==> config.mk <==
export PLATFORM = sky130hd
export DESIGN_NAME = dsu_ctrl
export DESIGN_NICKNAME = d
export VERILOG_FILES = /design/src/rtl/dsu_pkg.sv /design/src/rtl/dsu_ctrl.sv
export SDC_FILE = /design/constraint.sdc
export NUM_CORES = 1
export LEC_CHECK = 0
export BUFFER_PORTS_ARGS = -buffer_cell sky130_fd_sc_hd__buf_2
export CORE_MARGIN = 5
export CORE_UTILIZATION = 60
export DETAILED_ROUTE_END_ITERATION = 12
export PLACE_DENSITY_LB_ADDON = 0.05
export SLEW_MARGIN = 20
export SYNTH_ARGS = -nofsm -noshare
export SYNTH_HDL_FRONTEND = slang
export SYNTH_SLANG_ARGS = --single-unit
==> constraint.sdc <==
create_clock -name i_clk -period 5.6 [get_ports i_clk]
set_clock_uncertainty 0.15 [all_clocks]
set_input_delay 0.56 -clock i_clk [delete_from_list [all_inputs] [get_ports i_clk]]
set_output_delay 0.56 -clock i_clk [all_outputs]
set_load 0.02 [all_outputs]
==> src/rtl/dsu_pkg.sv <==
// ----------------------------------------------------------------------------
// dsu_pkg
// Shared widths and types of the disjoint-set union-find engine.
// ----------------------------------------------------------------------------
package dsu_pkg;

    localparam int NODES       = 1024;
    localparam int NODE_W      = $clog2(NODES);
    localparam int SIZE_W      = 11;
    localparam int IN_TDATA_W  = 24;
    localparam int OUT_TDATA_W = 32;

    localparam logic [SIZE_W-1:0] SIZE_MAX = {SIZE_W{1'b1}};

    typedef enum logic {
        FUNC_FIND  = 1'b0,
        FUNC_UNION = 1'b1
    } t_func;

    typedef struct packed {
        t_func             func;
        logic [NODE_W-1:0] node_a;
        logic [NODE_W-1:0] node_b;
    } t_req;

    typedef struct packed {
        logic [NODE_W-1:0] root_a;
        logic [NODE_W-1:0] root_b;
        logic              already_joined;
        logic [NODE_W-1:0] new_root;
    } t_result;

    typedef struct packed {
        logic              en;
        logic [NODE_W-1:0] addr;
        logic [NODE_W-1:0] data;
    } t_par_wr;

    typedef struct packed {
        logic              en;
        logic [NODE_W-1:0] addr;
        logic [SIZE_W-1:0] data;
    } t_size_wr;

endpackage

==> src/rtl/dsu_ctrl.sv <==
// ----------------------------------------------------------------------------
// dsu_ctrl
// Sequencer: clearing pass, root walk, path compression and size merge.
// ----------------------------------------------------------------------------
module dsu_ctrl
    import dsu_pkg::*;
(
    input  logic              i_clk,
    input  logic              i_rst_n,
    input  logic              i_req_valid,
    output logic              o_req_ready,
    input  t_req              i_req,
    output logic [NODE_W-1:0] o_par_raddr,
    input  logic [NODE_W-1:0] i_par_rdata,
    output t_par_wr           o_par_wr,
    output logic [NODE_W-1:0] o_size_raddr,
    input  logic [SIZE_W-1:0] i_size_rdata,
    output t_size_wr          o_size_wr,
    output logic              o_res_valid,
    input  logic              i_res_ready,
    output t_result           o_res
);

    typedef enum logic [8:0] {
        S_CLEAR = 9'b000000001,
        S_IDLE  = 9'b000000010,
        S_RD    = 9'b000000100,
        S_WALK  = 9'b000001000,
        S_CMP   = 9'b000010000,
        S_SZA   = 9'b000100000,
        S_SZB   = 9'b001000000,
        S_SZC   = 9'b010000000,
        S_DONE  = 9'b100000000
    } t_state;

    t_state            r_state, n_state;
    logic [NODE_W-1:0] r_clr, n_clr;
    logic              r_phase_b, n_phase_b;
    t_func             r_func, n_func;
    logic [NODE_W-1:0] r_b, n_b;
    logic [NODE_W-1:0] r_cur, n_cur;
    logic [NODE_W-1:0] r_start, n_start;
    logic [NODE_W-1:0] r_root, n_root;
    logic [NODE_W-1:0] r_ra, n_ra;
    logic [NODE_W-1:0] r_rb, n_rb;
    logic [NODE_W-1:0] r_nr, n_nr;
    logic              r_joined, n_joined;
    logic [SIZE_W-1:0] r_sza, n_sza;

    logic              w_find_done;
    logic [NODE_W-1:0] w_found;
    logic [SIZE_W:0]   w_sum;
    logic [SIZE_W-1:0] w_sum_sat;

    assign w_sum     = {1'b0, r_sza} + {1'b0, i_size_rdata};
    assign w_sum_sat = w_sum[SIZE_W] ? SIZE_MAX : w_sum[SIZE_W-1:0];

    always_comb begin
        n_state      = r_state;
        n_clr        = r_clr;
        n_phase_b    = r_phase_b;
        n_func       = r_func;
        n_b          = r_b;
        n_cur        = r_cur;
        n_start      = r_start;
        n_root       = r_root;
        n_ra         = r_ra;
        n_rb         = r_rb;
        n_nr         = r_nr;
        n_joined     = r_joined;
        n_sza        = r_sza;
        w_find_done  = 1'b0;
        w_found      = r_cur;
        o_par_raddr  = r_cur;
        o_size_raddr = r_ra;
        o_par_wr     = '0;
        o_size_wr    = '0;

        unique case (r_state)
            S_CLEAR: begin
                o_par_wr  = '{en: 1'b1, addr: r_clr, data: r_clr};
                o_size_wr = '{en: 1'b1, addr: r_clr, data: SIZE_W'(1)};
                n_clr     = r_clr + NODE_W'(1);
                if (r_clr == NODE_W'(NODES - 1)) begin
                    n_state = S_IDLE;
                end
            end
            S_IDLE: begin
                if (i_req_valid) begin
                    n_func    = i_req.func;
                    n_b       = i_req.node_b;
                    n_cur     = i_req.node_a;
                    n_start   = i_req.node_a;
                    n_phase_b = 1'b0;
                    n_state   = S_RD;
                end
            end
            S_RD: begin
                n_state = S_WALK;
            end
            S_WALK: begin
                // read data is the parent of r_cur
                if (i_par_rdata == r_cur) begin
                    n_root = r_cur;
                    if (r_start == r_cur) begin
                        w_find_done = 1'b1;
                        w_found     = r_cur;
                    end else begin
                        o_par_raddr = r_start;
                        n_cur       = r_start;
                        n_state     = S_CMP;
                    end
                end else begin
                    o_par_raddr = i_par_rdata;
                    n_cur       = i_par_rdata;
                end
            end
            S_CMP: begin
                // repoint r_cur to the root, then follow its old parent
                o_par_wr = '{en: 1'b1, addr: r_cur, data: r_root};
                if (i_par_rdata == r_root) begin
                    w_find_done = 1'b1;
                    w_found     = r_root;
                end else begin
                    o_par_raddr = i_par_rdata;
                    n_cur       = i_par_rdata;
                end
            end
            S_SZA: begin
                o_size_raddr = r_ra;
                n_state      = S_SZB;
            end
            S_SZB: begin
                o_size_raddr = r_rb;
                n_sza        = i_size_rdata;
                n_state      = S_SZC;
            end
            S_SZC: begin
                if (r_sza > i_size_rdata) begin
                    o_par_wr  = '{en: 1'b1, addr: r_rb, data: r_ra};
                    o_size_wr = '{en: 1'b1, addr: r_ra, data: w_sum_sat};
                    n_nr      = r_ra;
                end else begin
                    o_par_wr  = '{en: 1'b1, addr: r_ra, data: r_rb};
                    o_size_wr = '{en: 1'b1, addr: r_rb, data: w_sum_sat};
                    n_nr      = r_rb;
                end
                n_joined = 1'b0;
                n_state  = S_DONE;
            end
            S_DONE: begin
                if (i_res_ready) begin
                    n_state = S_IDLE;
                end
            end
            default: begin
                n_state = S_IDLE;
            end
        endcase

        if (w_find_done) begin
            if (!r_phase_b) begin
                n_ra = w_found;
                if (r_func == FUNC_FIND) begin
                    n_rb     = w_found;
                    n_nr     = w_found;
                    n_joined = 1'b0;
                    n_state  = S_DONE;
                end else begin
                    n_phase_b = 1'b1;
                    n_cur     = r_b;
                    n_start   = r_b;
                    n_state   = S_RD;
                end
            end else begin
                n_rb = w_found;
                if (w_found == r_ra) begin
                    n_joined = 1'b1;
                    n_nr     = r_ra;
                    n_state  = S_DONE;
                end else begin
                    n_state = S_SZA;
                end
            end
        end
    end

    always_ff @(posedge i_clk) begin
        if (!i_rst_n) begin
            r_state   <= S_CLEAR;
            r_clr     <= '0;
            r_phase_b <= 1'b0;
        end else begin
            r_state   <= n_state;
            r_clr     <= n_clr;
            r_phase_b <= n_phase_b;
        end
    end

    always_ff @(posedge i_clk) begin
        r_func   <= n_func;
        r_b      <= n_b;
        r_cur    <= n_cur;
        r_start  <= n_start;
        r_root   <= n_root;
        r_ra     <= n_ra;
        r_rb     <= n_rb;
        r_nr     <= n_nr;
        r_joined <= n_joined;
        r_sza    <= n_sza;
    end

    assign o_req_ready          = (r_state == S_IDLE);
    assign o_res_valid          = (r_state == S_DONE);
    assign o_res.root_a         = r_ra;
    assign o_res.root_b         = r_rb;
    assign o_res.already_joined = r_joined;
    assign o_res.new_root       = r_nr;

endmodule

==> results.cfg <==
[status]
outcome = finished, final reports clean

[logic_synthesis]
avgSynthCellArea_sq_um = 9.10
number_of_flip_flops_and_latches_in_the_synthesized_netlist = 103
syn_area_sq_mm = 0.00645
synth_cells = 709
ys_warnings = 0
async_set_or_reset_flop_fraction_in_the_synthesized_netlist_pct = 0
synth.net_count = 779
yosysSeqAreaShare_pct = 40.0
synthFlopType = edfxtp_1
synth.distinct_cells = 63
synth-edff-count = 52

[setup_path]
critPathMostFrequentCell = a21oi_1
worstSetupEndpointType = primary output
crit_path_cell_trace = ha_1 > nand2b_1 > a21oi_1 > o21ai_0 > a211oi_1 > o31ai_1 > a22o_1 > a21oi_1 > or2_2 > buf_2
cpPeakStageDelay_ns = 0.44
cp_data_required_time_ns = 4.89
critPathLaunchType = flip-flop
r2r_cells = 8
crit_path_top_delay_cell = edfxtp_1
crit_arrival_ns = 3.32
worstPathMaxFanout = 10
setup.worst_path.class = flip-flop to primary output

[sta]
finalSetupViolations = 0
max-slew-margin-rel_pct = 29.3
final_period_demand_of_the_worst_path_ns = 4.03
final_max_slew_viol_count = 0
maxClockFrequency_mhz = 248
period_utilization_pct = 71.9
fin_setup_tns_ns = 0
postLayoutSetupSlackWorst_ns = 1.57
worst-slew-pin-transition_ns = 1.05
rsz0062_at_grt = false
final-hold-violation-count = 0

[cts]
cts_max_path_buffers = 2
cts_buffers = 9
post-cts-setup-buffer-count = 0
cts_max_level = 3
post_cts.resized_instances = 0
tritoncts = built
numClockSinks = 103
cts-root-buf = clkbuf_8
cts-hold-fix-buffers = 0
clkLatencyLatePin_ns = 0.38
cts.clk_slew.worst_paths_ns = 0.10

[grt]
overflow = 0
grt_max_degree = 35
antenna_found_initial = 0
track_usage_pct = 28.6
grt_pass1_vias = 5716
global_route_wire_length_before_repair_um = 29300

[placement]
hpwlAfterDp_um = 13900
place_congestion = 1.00
dp_slack_ns = 1.78
io_buffers = 141

[floorplan]
chipWidth_um = 114
die_footprint_sq_mm = 0.0129
floorplan.die.height_um = 114
core-area_sq_mm = 0.0104
pin_count = 142
floorplan.initialDensity_pct = 61.9
std_cell_rows = 37

[worst_hold_path]
worstHoldPathCells = 1
hp-class = primary input to flip-flop

[cells_and_area]
regArea_sq_mm = 0.00258
layout.cells.most_common = buf_2
fraction_of_final_layout_cells_sized_beyond_drive_strength_1_pct = 23.4
design.final.nets = 900
multi_input_comb_area_sq_mm = 0.00355
flow.area_growth_from_synthesis_pct = 15.9
antenna_cells_inserted = 0
fillCellCount = 830
most-common-layout-cells = buf_2, nand2_1, a21oi_1

[route]
drc = 0
vias = 5947
detail-route-antenna-nets = 0
finalWirelength_um = 18600
drt_iter0_markers = 643
drt_first_pass_iters = 6
viasPerCell = 6.12
routedWlPerCell_um = 19.1

[power]
intPower_uw = 1500
power.switching_fraction_pct = 37.3
power_switching_uw = 892
leakagePower_uw = 0.00338
seqPwrFrac_pct = 45.1
proportion_of_power_drawn_by_combinational_gates_pct = 33.0
power_frac_clock_pct = 21.9
max-vdd-ir-drop_v = 0.000311
power.density_cell_area_mw_per_mm2 = 320

[flow_run]
maxCapViolCount = 0
[state kept, by name (all words and copies together), names as in the netlist]
signal and flops:
r_joined 1, r_state 9, r_rb 10, r_cur 10, r_start 10, r_root 10, r_sza 11, r_b 10
r_phase_b 1, r_ra 10, r_func 1, r_nr 10, r_clr 10
[per-layer routing]
metal	routed length (um)	vias up	global-route usage (%)
met5	0	-	0
met4	422	0	8.97
met3	1760	31	7.11
met2	8520	319	46.6
met1	7890	2821	37.6
li1	-	2776	-
[final timing paths]
path / slack (ns) / startpoint / endpoint
worst min register to register: 0.33 / r_joined$_DFF_P_ / r_joined$_DFF_P_
worst max-delay path: 1.57 / r_sza[1]$_DFFE_PP_ / o_size_wr[0]
worst max register to register: 1.95 / r_state[0]$_SDFFE_PN1P_ / r_nr[1]$_DFF_P_
worst min-delay path: 0.19 / i_req[6] / r_b[6]$_DFFE_PP_
[kinds of logic (layout without fill, tap and decap cells)]
kind of cell	Yosys count	in the layout	share of synthesized area, %
compound gates	187	187	19.4
xor+xnor	53	53	7.20
fa+ha+maj	24	24	4.77
buf+inv	87	213	5.49
flops	103	103	40.0
mux	44	44	7.14
simple gates	211	211	16.0
[cell type report]
type                    count  area share (%)
well taps                 136            2.28
repair buffers            151            10.4
clock buffers              11            1.89
inverters                  46            2.31
clock inverters             5            1.07
flip-flops and latches    103            34.6
multi-input cells         519            47.4
[power by group through the flow]
stage               clock [uW]  sequential [uW]  combinational [uW]
global route               564             1100                 863
finish                     523             1080                 789
CTS                        530             1070                 779
detailed placement           0             1090                 774
floorplan                    0              976                 647
global placement             0             1080                 753
[stage by stage]
stage / hold WS (ns) / instances / cell area, sq um / power [uW] / util [%]
final: 0.192 / 971 / 7470 / 2390 / 71.7
after global routing: 0.168 / 971 / 7470 / 2520 / 71.7
after floorplan: 0.256 / 709 / 6450 / 1620 / -
after detailed placement: 0.322 / 955 / 7250 / 1860 / 69.6
after CTS: 0.177 / 971 / 7470 / 2380 / 71.7
after global placement: 0.309 / 955 / 7250 / 1840 / 69.6
[synthesized netlist by cell type (10+ instances only)]
| cell | n | area, sq um |
|---|---|---|
| mux2i_1 | 37 | 370 |
| a21oi_1 | 70 | 350 |
| dfxtp_1 | 51 | 1020 |
| nor3_1 | 13 | 65.1 |
| xor2_1 | 21 | 184 |
| edfxtp_1 | 52 | 1560 |
| nand4_1 | 10 | 62.6 |
| o211ai_1 | 13 | 97.6 |
| a21o_1 | 18 | 135 |
| xnor2_1 | 32 | 280 |
| ha_1 | 23 | 288 |
| o21ai_0 | 29 | 145 |
| inv_1 | 45 | 169 |
| a211o_1 | 12 | 105 |
| nor2_1 | 50 | 188 |
| nand2_1 | 81 | 304 |
| clkbuf_1 | 32 | 120 |
| nand3_1 | 16 | 80.1 |
[critical path, delay by kind of cell, from the launching register on]
family	cells	cell delay [ns]
buffers and inverters	1	0.16
AOI/OAI and AO/OA	6	1.56
adders and majority gates	1	0.37
and+or+nand+nor	2	0.40
DFF	1	0.44
Note: power is estimated with default switching activity, not from simulation.
